[config.mk]
export PLATFORM = sky130hd
export DESIGN_NAME = positional_list_store_unit_flat
export DESIGN_NICKNAME = d
export VERILOG_FILES = /design/src/rtl/core/pls_pkg.sv /design/src/rtl/core/pls_if.sv /design/src/rtl/core/pls_cell.sv /design/src/rtl/core/pls_ctrl.sv /design/src/rtl/core/positional_list_store_unit.sv /design/src/flat_wrapper.sv
export SDC_FILE = /design/constraint.sdc
export NUM_CORES = 1
export LEC_CHECK = 0
export BUFFER_PORTS_ARGS = -buffer_cell sky130_fd_sc_hd__buf_4
export CAP_MARGIN = 20
export CORE_ASPECT_RATIO = 0.8
export CORE_MARGIN = 8
export CORE_UTILIZATION = 47
export CTS_CLUSTER_DIAMETER = 120
export DETAILED_ROUTE_END_ITERATION = 6
export GPL_ROUTABILITY_DRIVEN = 0
export GPL_TIMING_DRIVEN = 1
export PLACE_DENSITY = 0.71
export SKIP_CTS_REPAIR_TIMING = 1
export SYNTH_ARGS = -nofsm -noshare
export SYNTH_HDL_FRONTEND = slang
export SYNTH_HIERARCHICAL = 1
export SYNTH_SLANG_ARGS = --single-unit
export TNS_END_PERCENT = 100
[constraint.sdc]
create_clock -name clk -period 13.2 [get_ports clk]
set_clock_uncertainty 0.1 [all_clocks]
set_input_delay 2.64 -clock clk [delete_from_list [all_inputs] [get_ports clk]]
set_output_delay 2.64 -clock clk [all_outputs]
set_load 0.005 [all_outputs]
[src/rtl/core/pls_pkg.sv]
`timescale 1ns / 1ps
// ----------------------------------------------------------------------------
// pls_pkg
// Shared types, widths and word conversion helpers for the positional list.
// ----------------------------------------------------------------------------
package pls_pkg;

    localparam int DEPTH      = 16;
    localparam int WORD_WIDTH = 32;

    localparam int CMD_W   = 3;
    localparam int POS_W   = 6;
    localparam int IN_W    = 32;
    localparam int OUT_W   = 32;
    localparam int LEN_W   = 5;
    localparam int ERR_W   = 2;

    localparam int IDX_W   = (DEPTH > 1) ? $clog2(DEPTH) : 1;
    localparam int CNT_W   = $clog2(DEPTH + 1);
    // signed width wide enough for count plus a negative position
    localparam int SUM_W   = ((CNT_W > POS_W) ? CNT_W : POS_W) + 2;

    typedef enum logic [CMD_W-1:0] {
        CMD_CLEAR  = 3'd0,
        CMD_APPEND = 3'd1,
        CMD_INSERT = 3'd2,
        CMD_REMOVE = 3'd3,
        CMD_READ   = 3'd4
    } cmd_t;

    typedef enum logic [ERR_W-1:0] {
        ERR_OK       = 2'd0,
        ERR_POSITION = 2'd1,
        ERR_FULL     = 2'd2,
        ERR_EMPTY    = 2'd3
    } err_t;

    // update broadcast to every cell
    typedef struct packed {
        logic             shift_up;
        logic             shift_down;
        logic [IDX_W-1:0] idx;
    } op_t;

    // outcome of one command as seen by the output stage
    typedef struct packed {
        err_t             err;
        logic [CNT_W-1:0] cnt_next;
        logic             rd_ok;
        logic [IDX_W-1:0] idx;
    } res_t;

    function automatic logic [WORD_WIDTH-1:0] to_entry(input logic [IN_W-1:0] v);
        logic [63:0] t;
        t = 64'(v);
        return t[WORD_WIDTH-1:0];
    endfunction

    function automatic logic [OUT_W-1:0] to_out_word(input logic [WORD_WIDTH-1:0] w);
        logic [63:0] t;
        t = 64'(w);
        return t[OUT_W-1:0];
    endfunction

    function automatic logic [LEN_W-1:0] to_length(input logic [CNT_W-1:0] c);
        logic [63:0] t;
        t = 64'(c);
        return t[LEN_W-1:0];
    endfunction

endpackage

[src/rtl/core/pls_if.sv]
`timescale 1ns / 1ps
// ----------------------------------------------------------------------------
// pls_req_if / pls_rsp_if
// Valid/ready channels for command words and result words.
// ----------------------------------------------------------------------------
interface pls_req_if;
    logic                              valid;
    logic                              ready;
    logic [pls_pkg::CMD_W-1:0]         cmd;
    logic signed [pls_pkg::POS_W-1:0]  position;
    logic [pls_pkg::IN_W-1:0]          value;

    modport source (output valid, output cmd, output position, output value, input ready);
    modport sink   (input valid, input cmd, input position, input value, output ready);
endinterface

interface pls_rsp_if;
    logic                       valid;
    logic                       ready;
    logic [pls_pkg::OUT_W-1:0]  read_word;
    logic [pls_pkg::LEN_W-1:0]  length;
    logic [pls_pkg::ERR_W-1:0]  error;

    modport source (output valid, output read_word, output length, output error, input ready);
    modport sink   (input valid, input read_word, input length, input error, output ready);
endinterface

[src/rtl/core/pls_cell.sv]
`timescale 1ns / 1ps
// ----------------------------------------------------------------------------
// pls_cell
// One list slot: keep its word, take a neighbor's word, or take the new word.
// ----------------------------------------------------------------------------
module pls_cell
(
    input  logic                           clk,
    input  pls_pkg::op_t                   op,
    input  logic [pls_pkg::IDX_W-1:0]      my_idx,
    input  logic [pls_pkg::WORD_WIDTH-1:0] new_word,
    input  logic [pls_pkg::WORD_WIDTH-1:0] left_word,
    input  logic [pls_pkg::WORD_WIDTH-1:0] right_word,
    output logic [pls_pkg::WORD_WIDTH-1:0] word
);

    logic [pls_pkg::WORD_WIDTH-1:0] word_reg;
    logic [pls_pkg::WORD_WIDTH-1:0] word_next;

    always_comb
    begin
        word_next = word_reg;
        if (op.shift_up)
        begin
            if (my_idx == op.idx)
                word_next = new_word;
            else if (my_idx > op.idx)
                word_next = left_word;
        end
        else if (op.shift_down && (my_idx >= op.idx))
        begin
            word_next = right_word;
        end
    end

    always_ff @(posedge clk)
    begin
        word_reg <= word_next;
    end

    assign word = word_reg;

endmodule

[src/rtl/core/pls_ctrl.sv]
`timescale 1ns / 1ps
// ----------------------------------------------------------------------------
// pls_ctrl
// Length register, position resolution and command checks for the list.
// ----------------------------------------------------------------------------
module pls_ctrl
(
    input  logic                             clk,
    input  logic                             rst_n,
    input  logic                             accept,
    input  logic [pls_pkg::CMD_W-1:0]        cmd,
    input  logic signed [pls_pkg::POS_W-1:0] position,
    output pls_pkg::op_t                     op,
    output pls_pkg::res_t                    res
);

    logic [pls_pkg::CNT_W-1:0]        count_reg;
    logic [pls_pkg::CNT_W-1:0]        count_next;
    logic signed [pls_pkg::SUM_W-1:0] pos_ext;
    logic signed [pls_pkg::SUM_W-1:0] cnt_ext;
    logic signed [pls_pkg::SUM_W-1:0] eff;
    logic                             ok_ins;
    logic                             ok_acc;
    logic                             full;
    logic                             empty;
    logic [pls_pkg::IDX_W-1:0]        eff_idx;
    logic [pls_pkg::IDX_W-1:0]        tail_idx;

    always_comb
    begin
        pos_ext = pls_pkg::SUM_W'(position);
        cnt_ext = $signed(pls_pkg::SUM_W'(count_reg));
        // a negative position counts back from the length
        eff     = (position < 0) ? (cnt_ext + pos_ext) : pos_ext;
        ok_ins  = (eff >= 0) && (eff <= cnt_ext);
        ok_acc  = (eff >= 0) && (eff < cnt_ext);
        full    = (count_reg == pls_pkg::CNT_W'(pls_pkg::DEPTH));
        empty   = (count_reg == '0);
        eff_idx  = eff[pls_pkg::IDX_W-1:0];
        tail_idx = count_reg[pls_pkg::IDX_W-1:0];
    end

    always_comb
    begin
        op             = '0;
        res.err        = pls_pkg::ERR_OK;
        res.rd_ok      = 1'b0;
        res.idx        = eff_idx;
        count_next     = count_reg;
        case (cmd)
            pls_pkg::CMD_CLEAR:
            begin
                count_next = '0;
            end
            pls_pkg::CMD_APPEND:
            begin
                if (full)
                    res.err = pls_pkg::ERR_FULL;
                else
                begin
                    // append is an insert at the tail
                    op.shift_up = 1'b1;
                    op.idx      = tail_idx;
                    count_next  = count_reg + 1'b1;
                end
            end
            pls_pkg::CMD_INSERT:
            begin
                if (!ok_ins)
                    res.err = pls_pkg::ERR_POSITION;
                else if (full)
                    res.err = pls_pkg::ERR_FULL;
                else
                begin
                    op.shift_up = 1'b1;
                    op.idx      = eff_idx;
                    count_next  = count_reg + 1'b1;
                end
            end
            pls_pkg::CMD_REMOVE:
            begin
                if (empty)
                    res.err = pls_pkg::ERR_EMPTY;
                else if (!ok_acc)
                    res.err = pls_pkg::ERR_POSITION;
                else
                begin
                    op.shift_down = 1'b1;
                    op.idx        = eff_idx;
                    count_next    = count_reg - 1'b1;
                end
            end
            pls_pkg::CMD_READ:
            begin
                if (!ok_acc)
                    res.err = pls_pkg::ERR_POSITION;
                else
                    res.rd_ok = 1'b1;
            end
            default:
            begin
                count_next = count_reg;
            end
        endcase
        // cells only move on an accepted word
        if (!accept)
        begin
            op.shift_up   = 1'b0;
            op.shift_down = 1'b0;
        end
        res.cnt_next = count_next;
    end

    always_ff @(posedge clk or negedge rst_n)
    begin
        if (!rst_n)
            count_reg <= '0;
        else if (accept)
            count_reg <= count_next;
    end

endmodule

[src/rtl/core/positional_list_store_unit.sv]
`timescale 1ns / 1ps
// ----------------------------------------------------------------------------
// positional_list_store_unit
// Bounded ordered list of words held in a row of shifting cells.
// The result word is registered and becomes valid in the cycle after the command is accepted.
// Throughput: one command per cycle while no stalled result is held; every cell updates in the accept cycle.
// A stalled result holds the command port only while the result register is full.
// Reset clears the length and the result valid; entry contents stay undefined.
// ----------------------------------------------------------------------------
module positional_list_store_unit
(
    input  logic    clk,
    input  logic    rst_n,
    pls_req_if.sink   req,
    pls_rsp_if.source rsp
);

    logic                           accept;
    pls_pkg::op_t                   op;
    pls_pkg::res_t                  res;
    logic [pls_pkg::WORD_WIDTH-1:0] new_word;
    logic [pls_pkg::WORD_WIDTH-1:0] cell_word [pls_pkg::DEPTH];
    logic [pls_pkg::WORD_WIDTH-1:0] sel_word;

    logic                           valid_reg;
    logic [pls_pkg::OUT_W-1:0]      read_word_reg;
    logic [pls_pkg::LEN_W-1:0]      length_reg;
    logic [pls_pkg::ERR_W-1:0]      error_reg;

    assign req.ready = !valid_reg || rsp.ready;
    assign accept    = req.valid && req.ready;
    assign new_word  = pls_pkg::to_entry(req.value);

    pls_ctrl u_ctrl
    (
        .clk      (clk),
        .rst_n    (rst_n),
        .accept   (accept),
        .cmd      (req.cmd),
        .position (req.position),
        .op       (op),
        .res      (res)
    );

    for (genvar i = 0; i < pls_pkg::DEPTH; i++)
    begin : g_cell
        logic [pls_pkg::WORD_WIDTH-1:0] left_w;
        logic [pls_pkg::WORD_WIDTH-1:0] right_w;

        // edge cells never use the missing neighbor
        assign left_w  = (i == 0) ? new_word : cell_word[(i == 0) ? 0 : i - 1];
        assign right_w = (i == pls_pkg::DEPTH - 1) ? cell_word[i]
                       : cell_word[(i == pls_pkg::DEPTH - 1) ? i : i + 1];

        pls_cell u_cell
        (
            .clk        (clk),
            .op         (op),
            .my_idx     (pls_pkg::IDX_W'(i)),
            .new_word   (new_word),
            .left_word  (left_w),
            .right_word (right_w),
            .word       (cell_word[i])
        );
    end

    always_comb
    begin
        sel_word = '0;
        for (int k = 0; k < pls_pkg::DEPTH; k++)
        begin
            if (res.idx == pls_pkg::IDX_W'(k))
                sel_word = sel_word | cell_word[k];
        end
    end

    always_ff @(posedge clk or negedge rst_n)
    begin
        if (!rst_n)
            valid_reg <= 1'b0;
        else if (accept)
            valid_reg <= 1'b1;
        else if (rsp.ready)
            valid_reg <= 1'b0;
    end

    // result payload, loaded on accept and held while stalled
    always_ff @(posedge clk)
    begin
        if (accept)
        begin
            read_word_reg <= res.rd_ok ? pls_pkg::to_out_word(sel_word) : '0;
            length_reg    <= pls_pkg::to_length(res.cnt_next);
            error_reg     <= res.err;
        end
    end

    assign rsp.valid     = valid_reg;
    assign rsp.read_word = read_word_reg;
    assign rsp.length    = length_reg;
    assign rsp.error     = error_reg;

endmodule

[src/flat_wrapper.sv]
// flat-port wrapper written by rule: the top's interface ports become plain ports
module positional_list_store_unit_flat 
  (clk, rst_n, req_valid, req_cmd, req_position, req_value, req_ready, rsp_valid, rsp_read_word, rsp_length, rsp_error, rsp_ready);
  pls_req_if req_i ();
  pls_rsp_if rsp_i ();
  input  logic clk;
  input  logic rst_n;
  input wire logic [$bits(req_i.valid)-1:0] req_valid;
  input wire logic [$bits(req_i.cmd)-1:0] req_cmd;
  input wire logic [$bits(req_i.position)-1:0] req_position;
  input wire logic [$bits(req_i.value)-1:0] req_value;
  output wire logic [$bits(req_i.ready)-1:0] req_ready;
  output wire logic [$bits(rsp_i.valid)-1:0] rsp_valid;
  output wire logic [$bits(rsp_i.read_word)-1:0] rsp_read_word;
  output wire logic [$bits(rsp_i.length)-1:0] rsp_length;
  output wire logic [$bits(rsp_i.error)-1:0] rsp_error;
  input wire logic [$bits(rsp_i.ready)-1:0] rsp_ready;
  assign req_i.valid = req_valid;
  assign req_i.cmd = req_cmd;
  assign req_i.position = req_position;
  assign req_i.value = req_value;
  assign req_ready = req_i.ready;
  assign rsp_valid = rsp_i.valid;
  assign rsp_read_word = rsp_i.read_word;
  assign rsp_length = rsp_i.length;
  assign rsp_error = rsp_i.error;
  assign rsp_i.ready = rsp_ready;
  positional_list_store_unit u_core (.clk(clk), .rst_n(rst_n), .req(req_i), .rsp(rsp_i));
endmodule
==> flow_summary.ini <==
[run_status]
outcome = completed

[timing]
hold_viol = 0
fin_crit_sh_pct = 62.56
rsz0062_at_grt = false
layout_min_cycle_time_ns = 8.257
finalSetupViolCount = 0
slew_violations = 0
hold-worst-slack_ns = 0.4380
max-slew-margin-rel_pct = 21.44
worst_slew_pin_slew_ns = 1.178
max_clock_freq_ghz = 0.1211
setup_tns_ns = 0

[layout]
final_nets = 3532
nFillCells = 6622
final_common_cell = a21oi_1
drive_above_1_share_pct = 9.688
multiInputGateArea_um2 = 17660
fin_area_um2 = 38960
syn2layout_area_growth_pct = 9.064
seq_area_um2 = 16700
stdcell_count = 4472
largest_reg_flops = 512
most-common-layout-cells = a21oi_1 (660), mux2i_1 (579), edfxtp_1 (551)

[min_path]
hp-class = flop to flop

[place]
placed_area_um2 = 36990
dpl.hpwl_um = 62410
dp_cells = 4356
io_buffers = 85

[routing]
wire_per_inst_um = 24.16
wl_um = 108000
drc = 0
avgViaCountPerCell = 6.181
first_iter_violations = 3763
ant_nets = 0
first_pass_iters = 6
num_vias = 27640

[critical_path]
cpPeakStageDelay_ns = 0.78
cp-end-kind = flop
critPathKind = input port to flop
slowest_stage = and2_4
crit_family = buffers and inverters
path_buf_inv = 3
worstSetupStartpointType = input port
crit_chain = buf_4 > ha_1 > fa_1 > mux2_8 > ha_1 > nor2b_1 > o211ai_1 > a31oi_1 > o31ai_1 > and2_4 > buf_12 > buf_12 > a21oi_1
worst-path-max-fanout = 243
worst_ep_arrival_time_ns = 8.50
worstPathRequired_ns = 13.44

[job]
cap_viol_max_count = 0

[clock_network]
ctsRootBufferMaster = clkbuf_16
htree_levels = 2
cts_tree = yes
cts.sinks = 557
clock_latency_ns = 0.65
clockBufferDepth = 3
path_clk_slew_ns = 0.06
cts_buffers = 59

[global_route]
antenna_found_initial = 1
grt_usage_pct = 24.30
grt_start_max_net_pins = 244
grt_pass1_vias = 25853
grt_pass1_wl_um = 162300
gr-total-overflow = 0

[power_and_ir_drop]
vdd_drop_max_uv = 102.2
p_per_area_nw_per_um2 = 153.3
p_leak_nw = 16.82

[synthesis]
synth-simple-area-share_pct = 12.51
synth_fa_ha_area_share_pct = 2.753
synth.distinct_cells = 67
synth_cells = 3425
ys_ff_latch = 557
synth_flop_cell = edfxtp_1
ys_warn_count = 6
synthArstFlopShare_pct = 1.077
synth_top_family_by_area = multiplexers
seq_area_frac_synth_pct = 46.73
synth_edf_count = 551
syn_area_um2 = 35730
avgSynthCellArea_um2 = 10.43
synth_xor_area_share_pct = 0.07355
synthMuxAreaShare_pct = 17.36
synth_compound_area_share_pct = 15.27

[floorplanning]
initial_core_util_pct = 47.42
dieArea_um2 = 85150
core_area_um2 = 75330
die_h_um = 262.6
io-pin-count = 86
rows = 90
dieWidth_um = 324.2
## cell families after synthesis
| logic type | count (synthesis) |
|---|---|
| multiplexers | 615 |
| other | 2 |
| AO/OA/AOI/OAI | 925 |
| flip-flops | 557 |
| buffers and inverters | 356 |
| adder cells (fa/ha/maj) | 78 |
| AND/OR/NAND/NOR | 889 |
| XOR/XNOR | 3 |
## synth_stat cells (7+ instances only)
cell	instances	area, µm²
a31oi_1	23	143.9
nand2b_1	8	50.05
o211ai_1	18	135.1
inv_1	75	281.5
o41ai_1	31	271.5
buf_2	60	300.3
nand3_1	38	190.2
buf_4	7	52.55
mux2_2	36	405.4
buf_6	60	675.7
o21ai_0	7	35.03
nand2_1	79	296.5
or3b_1	14	122.6
nor2b_1	23	143.9
buf_1	56	210.2
clkbuf_1	96	360.4
mux2i_1	579	5796
o211a_1	31	310.3
edfxtp_1	551	16550
or3b_2	17	148.9
a2bb2oi_1	31	271.5
a221o_1	31	310.3
a211oi_1	33	247.7
nand4_4	16	340.3
ha_1	77	963.4
a21oi_1	660	3303
o21ai_1	31	155.2
nor2_1	539	2023
nand3b_1	127	953.4
## through the flow
step / power (mW) / util [%] / worst slack, ns
CTS: 5.947 / 51.61 / 5.025
floorplan: 3.738 / - / 4.109
detailed placement: 4.295 / 49.10 / 4.353
global placement: 4.259 / 49.08 / 4.412
finish: 5.974 / 51.72 / 4.943
global route: 6.207 / 51.71 / 4.548
## area by class of cell
| type | instances | share of cell area (%) |
|---|---|---|
| Clock buffer | 73 | 4.081 |
| Inverter | 76 | 0.7578 |
| Timing Repair Buffer | 141 | 2.974 |
| Antenna cell | 2 | 0.01284 |
| Sequential cell | 557 | 42.85 |
| Multi-Input combinational cell | 2574 | 45.31 |
| Clock inverter | 37 | 0.7611 |
| Tap cell | 1012 | 3.250 |
## final timing paths
check / to / cells past startpoint / startpoint / slack (ns)
setup / recovery: u_core/g_cell[1].u_cell/word[8]$_DFFE_PP_ / 13 / req_position[0] / 4.94
hold / removal: u_core/rsp.valid$_DFFE_PN0P_ / 2 / u_core/rsp.valid$_DFFE_PN0P_ / 0.44
setup reg to reg: u_core/g_cell[1].u_cell/word[8]$_DFFE_PP_ / 12 / u_core/u_ctrl/count_reg[0]$_DFFE_PN0P_ / 6.52
hold reg to reg: u_core/rsp.valid$_DFFE_PN0P_ / 2 / u_core/rsp.valid$_DFFE_PN0P_ / 0.44
max in group asynchronous: u_core/rsp.valid$_DFFE_PN0P_ / 1 / rst_n / 11.14
min in group asynchronous: u_core/u_ctrl/count_reg[1]$_DFFE_PN0P_ / 1 / rst_n / 1.73
## power by group
| part | switching (mW) | internal [mW] |
|---|---|---|
| Clock | 0.728 | 0.930 |
| Combinational | 1.33 | 0.738 |
| Sequential | 0.105 | 2.14 |
| Total | 2.16 | 3.81 |
## routing by layer
metal	vias to the layer above	GRT usage [%]	routed length (µm)
met4	0	7.130	3038
li1	12752	-	-
met1	13318	36.91	47860
met3	178	3.978	10730
met5	-	0	0
met2	1392	35.23	46410
## worst register-to-register path, stage by stage (launching register included)
cell and delay, ns:
dfrtp_1 0.50, ha_1 0.28, fa_1 0.52, mux2_8 0.64, ha_1 0.38, nor2b_1 0.16
o211ai_1 0.16, a31oi_1 0.31, o31ai_1 0.55, and2_4 0.78, buf_12 0.64, buf_12 1.07
a21oi_1 0.32
No activity file was read; power rests on OpenSTA's default activity.
